<file path="src/hdt_fifo.sv">
// Small show-ahead queue of fixed-width items.
// No dependencies.
`default_nettype none

module hdt_fifo #(
  parameter int WIDTH = 8,
  parameter int DEPTH = 2
) (
  input  wire logic             clk,
  input  wire logic             rst_n,
  input  wire logic             push,
  input  wire logic [WIDTH-1:0] push_data,
  output logic                  full,
  input  wire logic             pop,
  output logic      [WIDTH-1:0] pop_data,
  output logic                  empty
);

  localparam int PTR_W = $clog2(DEPTH);
  localparam int CNT_W = $clog2(DEPTH + 1);

  logic [WIDTH-1:0] slot_r [DEPTH];
  logic [PTR_W-1:0] wr_ptr_r, wr_ptr_nxt;
  logic [PTR_W-1:0] rd_ptr_r, rd_ptr_nxt;
  logic [CNT_W-1:0] cnt_r, cnt_nxt;
  logic             do_push, do_pop;

  assign full     = (cnt_r == CNT_W'(DEPTH));
  assign empty    = (cnt_r == '0);
  assign pop_data = slot_r[rd_ptr_r];
  assign do_push  = push && !full;
  assign do_pop   = pop && !empty;

  always_comb begin
    wr_ptr_nxt = wr_ptr_r;
    rd_ptr_nxt = rd_ptr_r;
    cnt_nxt    = cnt_r;
    if (do_push) begin
      wr_ptr_nxt = (wr_ptr_r == PTR_W'(DEPTH - 1)) ? '0 : wr_ptr_r + 1'b1;
    end
    if (do_pop) begin
      rd_ptr_nxt = (rd_ptr_r == PTR_W'(DEPTH - 1)) ? '0 : rd_ptr_r + 1'b1;
    end
    if (do_push && !do_pop) begin
      cnt_nxt = cnt_r + 1'b1;
    end else if (do_pop && !do_push) begin
      cnt_nxt = cnt_r - 1'b1;
    end
  end

  always_ff @(posedge clk) begin
    if (!rst_n) begin
      wr_ptr_r <= '0;
      rd_ptr_r <= '0;
      cnt_r    <= '0;
    end else begin
      wr_ptr_r <= wr_ptr_nxt;
      rd_ptr_r <= rd_ptr_nxt;
      cnt_r    <= cnt_nxt;
    end
  end

  always_ff @(posedge clk) begin
    if (do_push) begin
      slot_r[wr_ptr_r] <= push_data;
    end
  end

endmodule

`default_nettype wire

</file>
<file path="config.mk">
export PLATFORM = sky130hd
export DESIGN_NAME = hdt_fifo
export DESIGN_NICKNAME = d
export VERILOG_FILES = /design/src/hdt_fifo.sv
export SDC_FILE = /design/constraint.sdc
export NUM_CORES = 1
export LEC_CHECK = 0
export BUFFER_PORTS_ARGS = -buffer_cell sky130_fd_sc_hd__buf_4
export CAP_MARGIN = 20
export CELL_PAD_IN_SITES_DETAIL_PLACEMENT = 1
export CELL_PAD_IN_SITES_GLOBAL_PLACEMENT = 1
export CORE_MARGIN = 2
export CORE_UTILIZATION = 43
export CTS_BUF_LIST = sky130_fd_sc_hd__clkbuf_4
export CTS_CLUSTER_DIAMETER = 200
export DETAILED_ROUTE_END_ITERATION = 16
export GPL_TIMING_DRIVEN = 0
export PLACE_DENSITY_LB_ADDON = 0.1
export SLEW_MARGIN = 15
export SYNTH_ARGS = -nofsm -noshare
export SYNTH_HDL_FRONTEND = slang
export SYNTH_SLANG_ARGS = --single-unit
</file>
<file path="constraint.sdc">
create_clock -name clk -period 2.1 [get_ports clk]
set_clock_uncertainty 0.05 [all_clocks]
set_input_delay 0.105 -clock clk [delete_from_list [all_inputs] [get_ports clk]]
set_output_delay 0.105 -clock clk [all_outputs]
set_load 0.05 [all_outputs]
</file>
### After elaboration in Yosys (flattened, before gate mapping)

Memory sizes are Yosys's and may differ from the RTL's. A register that Yosys moved wholly into a read port is not among the register bits.
Index checks and enable logic that the tools add are counted.

| operators by class | value |
|---|---|
| $add $sub $neg | 4 |
| equal/unequal tests | 1 |
| multiplexer cells | 8 |
| reductions and logical operators | 10 |

Operator list:

| cell | count |
|---|---|
| 1-bit 2-to-1 mux | 6 |
| 1-bit logical AND | 4 |
| 1-bit logical NOT | 4 |
| 2-bit 2-to-1 mux | 2 |
| 1-bit adder (second input constant) | 2 |
| 2-bit by 1-bit adder with 2-bit output (second input constant) | 1 |
| 2-bit == test (second input constant) | 1 |
| 2-bit logical NOT | 1 |
| 2-bit nonzero test | 1 |
| 2-bit by 1-bit subtractor with 2-bit output (second input constant) | 1 |

| storage, ports and cells | value |
|---|---|
| register bits after elaboration | 4 |
| output and inout port bits | 10 |
| input bits | 12 |
| memories | 1 |
| bits in writable memories | 16 |

Memory list:

| name | depth | bits a word | read ports | clocked after memory_dff | wr ports | RTL line | text |
|---|---|---|---|---|---|---|---|
| slot_r | 2 | 8 | 1 | 1 | 1 | 22 | `logic [WIDTH-1:0] slot_r [DEPTH];` |

### Depth between registers and ports, before layout

| logic depth | value |
|---|---|
| depth after elaboration | 7 |
| gate-level depth with buffers | 7 |

### Worst setup path after synthesis

Ideal clock, no wire load.

| timing | value |
|---|---|
| path type | register to register |
| start point | reg cnt_r[0] |
| end point | reg cnt_r[1] |
| path buffers | 0 |
| path slack | 0.421 ns |
| setup time | 0.070 ns |
| period minus slack after synthesis | 1.679 ns |
| cell stages (with the launch flop) | 7 |
| arrival time | 1.559 ns |
| cells stage by stage | dfxtp_1 > nand2b_1 > inv_2 > nor2_1 > ha_1 > or3_1 > a21boi_1 |

| on the way | value |
|---|---|
| cells in the longest elaborated chain, start to end | 6 |

Ends and longest elaborated chain:

| item | RTL line | text |
|---|---|---|
| start: declaration | 25 | `logic [CNT_W-1:0] cnt_r, cnt_nxt;` |
| start signal: assignment | 59 | `cnt_r <= cnt_nxt;` |
| 2-bit == test (*) | 28 | `assign full = (cnt_r == CNT_W'(DEPTH));` |
| via full | 13 | `output logic full,` |
| 1-bit logical NOT (*) | 31 | `assign do_push = push && !full;` |
| 1-bit logical AND (*) | 31 |  |
| 1-bit logical NOT | 46 | `end else if (do_pop && !do_push) begin` |
| 1-bit logical AND | 46 |  |
| 2-bit nonzero test (no line) | n/a |  |

Mark *: on every way through the listed nets, which the timed path passes. The rest lies on a longest branch. The select of a mux whose other input is x is not followed.
A chain may end at the register's enable or synchronous reset.

### Worst setup path in the final report

| timing | value |
|---|---|
| start point | reg cnt_r[0] |
| end point | reg cnt_r[1] |

| on the way | value |
|---|---|
| cells in the longest elaborated chain, start to end | 6 |

Ends and longest elaborated chain:

| item | RTL line |
|---|---|
| 2-bit == test or 2-bit logical NOT (tied branches) | 28, 29 |
| 1-bit logical NOT, on equally long branches | 31, 32 |
| 1-bit logical AND, on equally long branches | 31, 32 |
| 1-bit logical NOT, on equally long branches | 46, 44 |
| 1-bit logical AND, on equally long branches | 46, 44 |
| 2-bit nonzero test (no line) or 2-bit 2-to-1 mux (tied branches) | n/a |

Several ways; a longest one is shown, not always the timed one. The select of a mux whose other input is x is not followed.

==> metrics.md <==
| Metric | Value |
|---|---|
| Share of cells above drive strength 1 | 0.429 |
| Total power divided by cell area | 1270 nW/um2 |
| DRT Wirelength | 1350 um |
| Slew at the pin closest to its max-slew limit | 0.697 ns |
| Net count after synthesis | 63 |
| Total gr overflow | 0 |
| Routed vias | 512 |
| Area share of the largest cell type after synthesis | 0.594 |
| Post-CTS Setup Repair Bufs | 0 |
| Via count of the first global-routing pass | 483 |
| Leading cell type by number of instances after synthesis | sky130_fd_sc_hd__edfxtp_1 |
| FF+latch count, synth | 21 |
| ANT cells | 0 |
| Wire length of the first global-routing pass | 2090 um |
| Worst skew pair latency | 0.30 ns |
| Antenna Violating Nets Remaining | 0 |
| Max-slew headroom | 0.533 |
| Syn Inst Count | 50 |
| Buffer levels on the longest clock path | 2 |
| Design Area, Final | 1120 um2 |
| Library cell occupying the most area in the post-synthesis netlist | sky130_fd_sc_hd__edfxtp_1 |
| Tmin final | 1.64 ns |
| DRC marker count from the first detailed-route iteration | 1 |
| Avg Inst Size Synth | 16.2 um2 |
| Die W | 47.4 um |
| Run status | finished, final reports clean |
| Top_reg_cell synth | sky130_fd_sc_hd__edfxtp_1 |
| IO buf count | 21 |
| Clock slew at reported path FFs | 0.11 ns |
| Nets | 98 |
| Number of standard-cell rows in the floorplan | 15 |
| Critical Path Slowest Stage Cell | sky130_fd_sc_hd__dfxtp_1 |
| CP Data Arrival Time | 1.83 ns |
| Post-synthesis instance area | 810 um2 |
| Register area share after synthesis | 0.717 |
| Unrepaired setup endpoints after global routing | false |
| Critical path cell sequence | nand2b_1, inv_2, nor2_1, ha_1, or3_1, a21boi_1 |
| Die boundary height | 47.4 um |
| Vias per cell | 4.70 |
| Routability congestion estimate from global placement | 0.669 |
| Clock tree from TritonCTS | done |
| Startpoint type of the worst setup path | flip-flop |
| Maximum ir drop on the vdd rail | 0.000783 V |
| Longest individual stage delay on the worst path | 0.43 ns |
| Antenna violations before repair | 0 |
| First-pass iteration count of the detailed router | 3 |
| Number of enable-type register cells in the synthesized netlist | 16 |
| Die outline area | 2250 um2 |
| Data required time at the worst endpoint | 2.28 ns |
| Final clock period utilization by the worst path | 0.781 |
| Max frequency | 609 MHz |
| Post-DR wirelength/cell | 12.4 um |
| Top-level I/O count | 22 |
| Worst hold path class | primary input to flip-flop |
| Total negative slack for setup checks | 0 ns |
| Clock net sink count | 21 |
| Resized cells post-CTS | 0 |
| Proportion of synthesized flip-flops having asynchronous set or reset | 0 |
| Effective utilization at floorplan | 0.464 |
| Area overhead of the layout relative to synthesis | 38.2% |
| GRT Util Overall | 0.145 |
| Number of inserted filler cells in the final layout | 187 |
| Top cells by instance count after synthesis | sky130_fd_sc_hd__edfxtp_1 (16), sky130_fd_sc_hd__mux2_2 (8), sky130_fd_sc_hd__dfxtp_1 (5) |
| Capturing element type of the critical path | flip-flop |
| Placeable core region | 1750 um2 |
| Setup Viol. Count Final | 0 |
| Final hold vios | 0 |
| Detail Placement HPWL | 922 um |
| Maximum number of pins on one net before global-route repair | 12 |
| Clk Tree Root Cell | sky130_fd_sc_hd__clkbuf_4 |
| Number of library cell types mapped by synthesis | 20 |
| Critical path class | flip-flop to flip-flop |
| Biggest area contributors in the synthesized netlist | sky130_fd_sc_hd__edfxtp_1 (59%), sky130_fd_sc_hd__dfxtp_1 (12%), sky130_fd_sc_hd__mux2_2 (11%), sky130_fd_sc_hd__and2_1 (2.3%), sky130_fd_sc_hd__xnor2_1 (2.2%) |
| Largest fanout of any net on the critical path | 5 |
| Max-cap check violation count | 0 |
| Number of clock buffers inserted by TritonCTS | 3 |
| Residual DRC | 0 |
| Final Max Slew Viols | 0 |
| Pleak | 0.443 nW |
| CTS H-tree depth | 1 |
| Placement Cell Area | 998 um2 |
| Synth warnings | 0 |
[final cells by class]
type	instances	area, um2	share of cell area
flip-flops and latches	21	581	0.519
repair buffers	30	248	0.221
multi-input cells	26	216	0.194
well taps	25	31.3	0.0280
clock buffers	4	30.0	0.0268
inverters	2	7.51	0.00671
plain buffers	1	5.00	0.00447
[final timing paths]
check | slack [ns] | cells after the start | startpoint | endpoint
worst max-delay path | 0.46 | 6 | cnt_r[0]$_SDFFE_PN0P_ | cnt_r[1]$_SDFFE_PN0P_
worst min-delay path | 0.1 | 3 | push | wr_ptr_r$_SDFFE_PN0N_
worst max register to register | 0.46 | 6 | cnt_r[0]$_SDFFE_PN0P_ | cnt_r[1]$_SDFFE_PN0P_
worst min register to register | 0.50 | 2 | cnt_r[1]$_SDFFE_PN0P_ | cnt_r[1]$_SDFFE_PN0P_
[per-stage QoR]
stage               utilization  setup WS [ns]  std cells  power, W  hold WS, ns
finish                    0.641          0.459        109   0.00142       0.0991
global route              0.641          0.344        109   0.00149        0.113
CTS                       0.641          0.442        109   0.00144       0.0972
detailed placement        0.572          0.458         96   0.00122        0.244
global placement          0.572          0.464         96   0.00121        0.241
floorplan                     -          0.421         50   0.00105        0.154
[cell usage in the layout (no fill, tap or decap)]
master / netlist / routed
sky130_fd_sc_hd__buf_4: 0 / 21
sky130_fd_sc_hd__edfxtp_1: 16 / 16
sky130_fd_sc_hd__dlygate4sd3_1: 0 / 9
sky130_fd_sc_hd__mux2_2: 8 / 8
sky130_fd_sc_hd__dfxtp_1: 5 / 5
sky130_fd_sc_hd__clkbuf_4: 0 / 4
sky130_fd_sc_hd__and2_1: 3 / 3
sky130_fd_sc_hd__nor2_1: 2 / 2
sky130_fd_sc_hd__xnor2_1: 2 / 2
sky130_fd_sc_hd__buf_2: 1 / 1
sky130_fd_sc_hd__nand2b_1: 1 / 1
sky130_fd_sc_hd__inv_2: 1 / 1
sky130_fd_sc_hd__inv_1: 1 / 1
sky130_fd_sc_hd__o21ai_1: 1 / 1
sky130_fd_sc_hd__and3_1: 1 / 1
sky130_fd_sc_hd__nor3_2: 1 / 1
sky130_fd_sc_hd__a21boi_0: 1 / 1
sky130_fd_sc_hd__o21a_1: 1 / 1
sky130_fd_sc_hd__xor2_1: 1 / 1
sky130_fd_sc_hd__o21ai_0: 1 / 1
sky130_fd_sc_hd__or3_1: 1 / 1
sky130_fd_sc_hd__a21boi_1: 1 / 1
sky130_fd_sc_hd__ha_1: 1 / 1
[where the power goes]
| part | switching [W] | leakage (nW) | internal [W] |
|---|---|---|---|
| combinational | 0.000408 | 0.234 | 0.000243 |
| sequential | 0.0000355 | 0.191 | 0.000530 |
| clock | 0.000114 | 0.0184 | 0.0000870 |
| total | 0.000558 | 0.443 | 0.000860 |
[logic make-up (layout without fill, tap and decap cells)]
kind of cell    after synthesis  after routing  synth area share
compound gates                5              5            0.0402
xor+xnor                      3              3            0.0325
fa+ha+maj                     1              1            0.0155
buf+inv                       3             37            0.0154
flops                        21             21             0.717
mux                           8              8             0.111
simple gates                  9              9            0.0680
[routing by layer]
layer	up-vias	share of wire	wire length (um)	GRT usage
met4	0	0.019	25	0.0833
met2	14	0.55	747	0.257
li1	250	-	-	-
met3	2	0.051	69	0.0462
met1	246	0.38	507	0.147
met5	-	0	0	0
[worst max-delay path, delay by kind of cell (launching register included)]
kind	cells	cell delay (ns)
AND/OR/NAND/NOR	3	0.63
flip-flops	1	0.43
adder cells (fa/ha/maj)	1	0.27
AO/OA/AOI/OAI	1	0.14
buffers and inverters	1	0.06
[sequential cells by signal, indices dropped and copies added (netlist names), named ones only]
register	flops
wr_ptr_r	1
slot_r	16
cnt_r	2
rd_ptr_r	1
[repair_timing]
action                                 CTS  global route
endpoints found under the hold margin   19             0
setup endpoints to repair                0             0
hold buffers                             9             0
Power figures use the tool's default switching activity.
