**src/hdt_pkg.sv**
```systemverilog
// Package for the header dynamic table: field widths, request and status codes,
// and the command record passed from the front to the back part and the back part's result record.
// No dependencies.
`default_nettype none

package hdt_pkg;

  localparam int REQ_W      = 2;
  localparam int LEN_W      = 15;
  localparam int TIDX_W     = 16;
  localparam int NMAX_W     = 16;
  localparam int CFG_W      = 13;
  localparam int STATUS_W   = 2;
  localparam int SLOT_OUT_W = 7;
  localparam int EVCT_OUT_W = 8;
  // Two lengths plus the overhead fit in 17 bits.
  localparam int COST_W     = 17;

  localparam int ENTRY_OVERHEAD  = 32;
  localparam int STATIC_ENTRIES  = 61;
  localparam int INIT_MAX_BYTES  = 4096;
  localparam int DEF_MAX_BYTES   = 4096;
  localparam int DEF_MAX_ENTRIES = 128;

  localparam logic [REQ_W-1:0] REQ_ADD    = 2'd0;
  localparam logic [REQ_W-1:0] REQ_LOOKUP = 2'd1;
  localparam logic [REQ_W-1:0] REQ_RESIZE = 2'd2;

  localparam logic [STATUS_W-1:0] ST_OK         = 2'd0;
  localparam logic [STATUS_W-1:0] ST_TOO_LONG   = 2'd1;
  localparam logic [STATUS_W-1:0] ST_NOT_FOUND  = 2'd2;
  localparam logic [STATUS_W-1:0] ST_OVER_LIMIT = 2'd3;

  // Classified request as it leaves the front part.
  typedef struct packed {
    logic [REQ_W-1:0]  req;
    logic [LEN_W-1:0]  nlen;
    logic [LEN_W-1:0]  vlen;
    logic [COST_W-1:0] cost;
    logic [TIDX_W-1:0] back_ofs;   // distance back from the newest entry
    logic [NMAX_W-1:0] new_max;
    logic              idx_low;    // index names a static entry or less
    logic              max_over;   // requested budget above the limit
  } cmd_t;

  typedef struct packed {
    logic [STATUS_W-1:0]   status;
    logic [LEN_W-1:0]      nlen;
    logic [LEN_W-1:0]      vlen;
    logic [SLOT_OUT_W-1:0] slot;
    logic [EVCT_OUT_W-1:0] evicted;
  } res_t;

endpackage

`default_nettype wire

```
**src/hdt_fifo.sv**
```systemverilog
// Small show-ahead queue of fixed-width items.
// No dependencies.
`default_nettype none

module hdt_fifo #(
  parameter int WIDTH = 8,
  parameter int DEPTH = 2
) (
  input  wire logic             clk,
  input  wire logic             rst_n,
  input  wire logic             push,
  input  wire logic [WIDTH-1:0] push_data,
  output logic                  full,
  input  wire logic             pop,
  output logic      [WIDTH-1:0] pop_data,
  output logic                  empty
);

  localparam int PTR_W = $clog2(DEPTH);
  localparam int CNT_W = $clog2(DEPTH + 1);

  logic [WIDTH-1:0] slot_r [DEPTH];
  logic [PTR_W-1:0] wr_ptr_r, wr_ptr_nxt;
  logic [PTR_W-1:0] rd_ptr_r, rd_ptr_nxt;
  logic [CNT_W-1:0] cnt_r, cnt_nxt;
  logic             do_push, do_pop;

  assign full     = (cnt_r == CNT_W'(DEPTH));
  assign empty    = (cnt_r == '0);
  assign pop_data = slot_r[rd_ptr_r];
  assign do_push  = push && !full;
  assign do_pop   = pop && !empty;

  always_comb begin
    wr_ptr_nxt = wr_ptr_r;
    rd_ptr_nxt = rd_ptr_r;
    cnt_nxt    = cnt_r;
    if (do_push) begin
      wr_ptr_nxt = (wr_ptr_r == PTR_W'(DEPTH - 1)) ? '0 : wr_ptr_r + 1'b1;
    end
    if (do_pop) begin
      rd_ptr_nxt = (rd_ptr_r == PTR_W'(DEPTH - 1)) ? '0 : rd_ptr_r + 1'b1;
    end
    if (do_push && !do_pop) begin
      cnt_nxt = cnt_r + 1'b1;
    end else if (do_pop && !do_push) begin
      cnt_nxt = cnt_r - 1'b1;
    end
  end

  always_ff @(posedge clk) begin
    if (!rst_n) begin
      wr_ptr_r <= '0;
      rd_ptr_r <= '0;
      cnt_r    <= '0;
    end else begin
      wr_ptr_r <= wr_ptr_nxt;
      rd_ptr_r <= rd_ptr_nxt;
      cnt_r    <= cnt_nxt;
    end
  end

  always_ff @(posedge clk) begin
    if (do_push) begin
      slot_r[wr_ptr_r] <= push_data;
    end
  end

endmodule

`default_nettype wire

```
**src/hdt_front.sv**
```systemverilog
// Front part: accepts requests, precomputes the state-independent checks and
// queues the classified command. Depends on hdt_pkg and hdt_fifo.
`default_nettype none

module hdt_front
  import hdt_pkg::*;
#(
  parameter int MAX_BYTES = DEF_MAX_BYTES
) (
  input  wire logic              clk,
  input  wire logic              rst_n,
  input  wire logic              push,
  output logic                   full,
  input  wire logic [REQ_W-1:0]  in_req_type,
  input  wire logic [LEN_W-1:0]  in_name_length,
  input  wire logic [LEN_W-1:0]  in_value_length,
  input  wire logic [TIDX_W-1:0] in_table_index,
  input  wire logic [NMAX_W-1:0] in_new_max_bytes,
  input  wire logic              cmd_pop,
  output cmd_t                   cmd_head,
  output logic                   cmd_empty
);

  localparam int CMD_W = $bits(cmd_t);

  cmd_t             cmd_in;
  logic [CMD_W-1:0] cmd_in_vec, cmd_head_vec;

  always_comb begin
    cmd_in.req       = in_req_type;
    cmd_in.nlen      = in_name_length;
    cmd_in.vlen      = in_value_length;
    cmd_in.cost      = COST_W'(in_name_length) + COST_W'(in_value_length)
                     + COST_W'(ENTRY_OVERHEAD);
    cmd_in.back_ofs  = in_table_index - TIDX_W'(STATIC_ENTRIES + 1);
    cmd_in.new_max   = in_new_max_bytes;
    cmd_in.idx_low   = (in_table_index <= TIDX_W'(STATIC_ENTRIES));
    cmd_in.max_over  = ({16'd0, in_new_max_bytes} > 32'(MAX_BYTES));
  end

  assign cmd_in_vec = cmd_in;
  assign cmd_head   = cmd_t'(cmd_head_vec);

  hdt_fifo #(
    .WIDTH (CMD_W),
    .DEPTH (2)
  ) u_cmd_q (
    .clk       (clk),
    .rst_n     (rst_n),
    .push      (push),
    .push_data (cmd_in_vec),
    .full      (full),
    .pop       (cmd_pop),
    .pop_data  (cmd_head_vec),
    .empty     (cmd_empty)
  );

endmodule

`default_nettype wire

```
**config.mk**
```make
export PLATFORM = sky130hd
export DESIGN_NAME = hdt_front
export DESIGN_NICKNAME = d
export VERILOG_FILES = /design/src/hdt_pkg.sv /design/src/hdt_fifo.sv /design/src/hdt_front.sv
export SDC_FILE = /design/constraint.sdc
export NUM_CORES = 1
export LEC_CHECK = 0
export BUFFER_PORTS_ARGS = -buffer_cell sky130_fd_sc_hd__buf_4
export CAP_MARGIN = 5
export CORE_MARGIN = 4
export CORE_UTILIZATION = 42
export CTS_CLUSTER_DIAMETER = 150
export CTS_CLUSTER_SIZE = 24
export DETAILED_ROUTE_END_ITERATION = 16
export GPL_ROUTABILITY_DRIVEN = 0
export PLACE_DENSITY = 0.63
export SLEW_MARGIN = 0
export SYNTH_ARGS = -nofsm -noshare
export SYNTH_HDL_FRONTEND = slang
export SYNTH_HIERARCHICAL = 1
export SYNTH_SLANG_ARGS = --single-unit
```
**constraint.sdc**
```tcl
create_clock -name clk -period 4.8 [get_ports clk]
set_input_delay 0.72 -clock clk [delete_from_list [all_inputs] [get_ports clk]]
set_output_delay 0.72 -clock clk [all_outputs]
set_load 0.01 [all_outputs]
```
; ---- Word-level counts from Yosys, hierarchy flattened
; Memories as Yosys holds them, arrays and structs flattened. A register that Yosys moved wholly into a read port is not among the register bits.
; Cells that the tools add are included.
[totals]
ff_bits = 4
mem_bits_rw = 166
out_inout_bits = 85
memories = 1
[mem_list]
columns = memory, words, word_bits, read_ports, rd_clocked_by_memory_dff, wr, line_no
row1 = u_cmd_q.slot_r, 2, 83, 1, 1, 1, hdt_fifo.sv:22  ; logic [WIDTH-1:0] slot_r [DEPTH];
[op_classes]
n_addsub = 7
n_lt_le_gt_ge = 2
eq_ne = 1
muxes = 8
n_reduce_logical = 10
[op_table]
columns = op, count
row1 = adder 16 x 6 -> 17 bit (second input constant), 1
row2 = adder 15 x 15 -> 16 bit, 1
row3 = greater-than comparator 16 x 13 -> 1 bit (second input constant), 1
row4 = less-or-equal comparator 16 x 6 -> 1 bit (second input constant), 1
row5 = subtractor 16 x 6 -> 16 bit (second input constant), 1
row6 = 2-to-1 mux 1 bit, 6
row7 = logical AND 1 bit, 4
row8 = zero test 1 bit, 4
row9 = 2-to-1 mux 2 bit, 2
row10 = adder 1 bit (second input constant), 2
row11 = adder 2 x 1 -> 2 bit (second input constant), 1
row12 = == test 2 bit (second input constant), 1
row13 = zero test 2 bit, 1
row14 = nonzero test 2 bit, 1
row15 = subtractor 2 x 1 -> 2 bit (second input constant), 1

; ---- Depth between registers and ports, before layout
[depth]
word_depth = 7
mapped_depth = 9

; ---- Modules after synthesis
; Netlist, hierarchy kept.
[by_module_without_submodules]
columns = module, n_inst, cells_per_inst, area_per_inst_um2, seq_area_each_um2
row1 = hdt_fifo, 1, 283, 6216.0, 5084.9
row2 = hdt_front, 1, 155, 1158.6, 0.0

; ---- Least setup slack after synthesis
; No wires, ideal clock.
[synth_path]
kind = input port to flip-flop
from = input port push
to = memory u_cmd_q/slot_r[0][0] (netlist bit) (enable)
setup_ps = 511
t_arrival_ps = 4028
t_required_ps = 4289
setup_slack_ps = 261
stages = 2
path_cell_list = inv_1 nor3_2
[synth_between]
elab_chain_cells = 3
[synth_rtl]
columns = element, line_no
row1 = "start, declared", hdt_front.sv:12  ; input wire logic push,
row2 = logical AND 1 bit, hdt_fifo.sv:31  ; assign do_push = push && !full;
row3 = 2-to-1 mux 1 bit, hdt_fifo.sv:64  ; if (do_push) begin
row4 = 2-to-1 mux 1 bit (not written as such), hdt_fifo.sv:65  ; slot_r[wr_ptr_r] <= push_data;
row5 = "end, declared", hdt_fifo.sv:22
; No other way between the ends.

==> impl_metrics.toml <==
[clock_network]
root_buffer = "clkbuf_16"
clk_latency_ns = 0.41
numCtsBuffers = 17
htree_num_levels = 4
clkSinkCount = 171
clkTransAtPathRegs_ns = 0.07
post-cts-setup-buffers = 0
cts_tree = "done"
cts_resized = 0
hold_buffers = 0
clockBufferDepth = 2

[logic_synthesis]
synthMuxAreaShare = 0.127
ys_types = 45
synth_compound_area_frac = 0.0350
async_reset_ff_frac = 0
yosysTopAreaCellShare = 0.676
yosys.area.top_type = "edfxtp_1"
syn_area_mm2 = 0.00737
syn_nets = 538
synth_simple_gate_area_frac = 0.0480
synth_top_family_by_area = "multiplexers"
ys_seq_area_frac = 0.690
syn_inst = 438
syn_area_per_cell_um2 = 16.8
yosysWarnings = 6
synth_edf_count = 166
synthAdderAreaFrac = 0.0553
synthTopCellsByArea = "edfxtp_1, mux2_1, ha_1, mux2_2, xor2_1"
ys_ff_latch = 171
synthFlopType = "edfxtp_1"
synthXorXnorAreaFrac = 0.0309

[worst_setup_path]
path_cells = "buf_4, mux2_1, buf_4"
required_ns = 4.08
crit_type = "flop to output pin"
critPathLaunchType = "flop"
cpPeakStageDelay_ns = 0.91
cp.arrival_ns = 2.40
cp-end-kind = "output pin"
crit_slowest_cell = "dfxtp_4"
path_max_fanout = 58
r2r_start = "u_cmd_q/cnt_r[0]"
crit_top_cell = "buf_4"
timing.reg2reg.setup_slack_ns = 2.47
reg2reg_to = "u_cmd_q/slot_r[0][36]"
ff2ff_path_depth = 4

[floorplan]
rows = 48
die-width_um = 141
die_y_um = 141
start_util = 0.428
die_area_mm2 = 0.0197
top_level_ports = 153
coreArea_mm2 = 0.0172

[final_layout]
area_growth_pct = 26.0
drive_gt1_frac = 0.334
num-nets-final = 701
utilization = 0.539
diodes = 0

[power_and_ir_drop]
p_int_mw = 3.18
switching_power_mw = 1.28
seqPwrFrac = 0.455
pwr-share-comb = 0.274
p_per_area_mw_per_mm2 = 480
p_leak_nw = 3.54
p_clk_frac = 0.270
swShare = 0.287
vdd_drop_max_mv = 0.240

[job]
drv_cap = 0

[global_route]
grt_pass1_wl_um = 22800
antenna_found_initial = 0
track_usage = 0.149
grt_overflow = 0
grt_max_degree = 59
grt_pass1_vias = 4407

[timing]
slew_viol_final = 0
min_period_ns = 3.12
period_share = 0.649
relSlewSlack = 0.412
hold_viol = 0
tns_ns = 0
fmax_ghz = 0.321
tightestPinTransition_ns = 0.883
rsz0062_at_grt = "no"
whs_ns = 0.491
clock_skew_ns = 0.00659
setup_viol = 0

[routing]
avgViaCountPerCell = 5.04
drc = 0
vias = 4225
drt_first_pass_iters = 4
route.detailed.wl_per_inst_um = 17.4
drt_wl_total_um = 14600
final_antenna_net_count = 0
drt_iter0_drc = 145

[hold_path]
holdCritPathClass = "input port to flop"
holdPathEnd = "u_cmd_q/slot_r[0][81]"
min-delay-start = "in_req_type[0]"
hold_depth = 1

[place]
port_buffers = 152
dp_hpwl_um = 9990

[run_status]
status = "finished, final reports clean"
cell usage in the layout (no fill, tap or decap), types with 2 or more instances in the layout:
cell	count
a211oi_1	2
a21o_1	3
a21oi_1	13
a31oi_1	2
and2_1	4
and3_1	4
buf_4	156
clkbuf_16	17
clkinv_1	3
clkinv_2	3
clkinvlp_4	5
dfxtp_1	4
edfxtp_1	166
ha_1	31
inv_1	8
inv_6	3
mux2_1	70
mux2_2	13
nand2_1	13
nand2b_1	5
nand3_1	13
nand3b_1	2
nor2_1	9
nor3_1	2
nor4_1	6
o21a_1	3
o21ai_0	6
xnor2_1	10
xor2_1	16
Yosys cell counts, types with 2 or more instances:
library cell	count
buf_2	2
o21a_1	3
clkbuf_1	3
dfxtp_1	5
nor3_1	2
a31oi_1	2
nand2_1	13
nand3_1	13
and2_1	4
inv_1	8
buf_4	7
edfxtp_1	166
nor2_1	9
nor4_1	6
xnor2_1	10
mux2_1	70
o21ai_0	6
xor2_1	16
a211oi_1	2
nand2b_1	5
ha_1	31
nand3b_1	2
mux2_2	13
a21oi_1	13
and3_1	5
a21o_1	3
kinds of logic (layout without fill, tap and decap cells):
group | Yosys count | after routing
mux | 83 | 83
compound gates | 39 | 39
simple gates | 66 | 66
xor+xnor | 26 | 26
buf+inv | 21 | 197
fa+ha+maj | 32 | 32
flops | 171 | 171
area by class of cell:
cell class,instances,area [um2]
clock inverter,15,98.8
sequential,171,5090
tap,225,282
inverter,9,33.8
multi-input combinational,246,2190
timing repair buffer,156,1170
clock buffer,17,425
fill,1438,7940
stage by stage:
stage | cells | power [mW] | setup WS, ns | cell area, um2
floorplan | 438 | 2.73 | 0.261 | 7370
global placement | 807 | 3.29 | 1.57 | 8770
detailed placement | 807 | 3.32 | 1.52 | 8770
CTS | 839 | 4.54 | 1.60 | 9290
global route | 839 | 4.71 | 1.51 | 9290
finish | 839 | 4.46 | 1.68 | 9290
critical path: cells and delay by family, from the launching register on:
kind | cells | cell delay [ns]
muxes | 1 | 0.40
DFF | 1 | 0.91
buffers and inverters | 2 | 0.64
metal layers:
layer | track usage | wire length, um | vias to the layer above
li1 | - | - | 2018
met1 | 0.184 | 6350 | 2065
met2 | 0.246 | 7030 | 127
met3 | 0.0478 | 962 | 15
met4 | 0.0505 | 213 | 0
met5 | 0 | 0 | -
registers in the layout, summed over array words and instances, names as in the netlist, named ones only:
register / cells
u_cmd_q/slot_r: 166
u_cmd_q/cnt_r: 2
u_cmd_q/rd_ptr_r: 1
u_cmd_q/wr_ptr_r: 1
how the worst max path moves through the flow:
stage                                  from                    end  slack [ns]  cells past startpoint
final                                  flop            cmd_head[8]        1.68                      3
after global routing                   flop           cmd_head[12]        1.51                      3
after CTS                              flop           cmd_head[12]        1.60                      3
after detailed placement  in_name_length[1]  u_cmd_q/slot_r[1][49]        1.52                      9
after global placement    in_name_length[1]  u_cmd_q/slot_r[0][49]        1.57                      9
after floorplan                        push   u_cmd_q/slot_r[0][0]        0.26                      2
power by group through the flow:
stage	clock network, mW	registers [mW]	logic, mW
after floorplan	0	1.99	0.735
after global placement	0	2.06	1.24
after detailed placement	0	2.07	1.25
after CTS	1.25	2.04	1.26
after global routing	1.31	2.06	1.34
final	1.21	2.03	1.22
(Power assumes the default switching activity.)
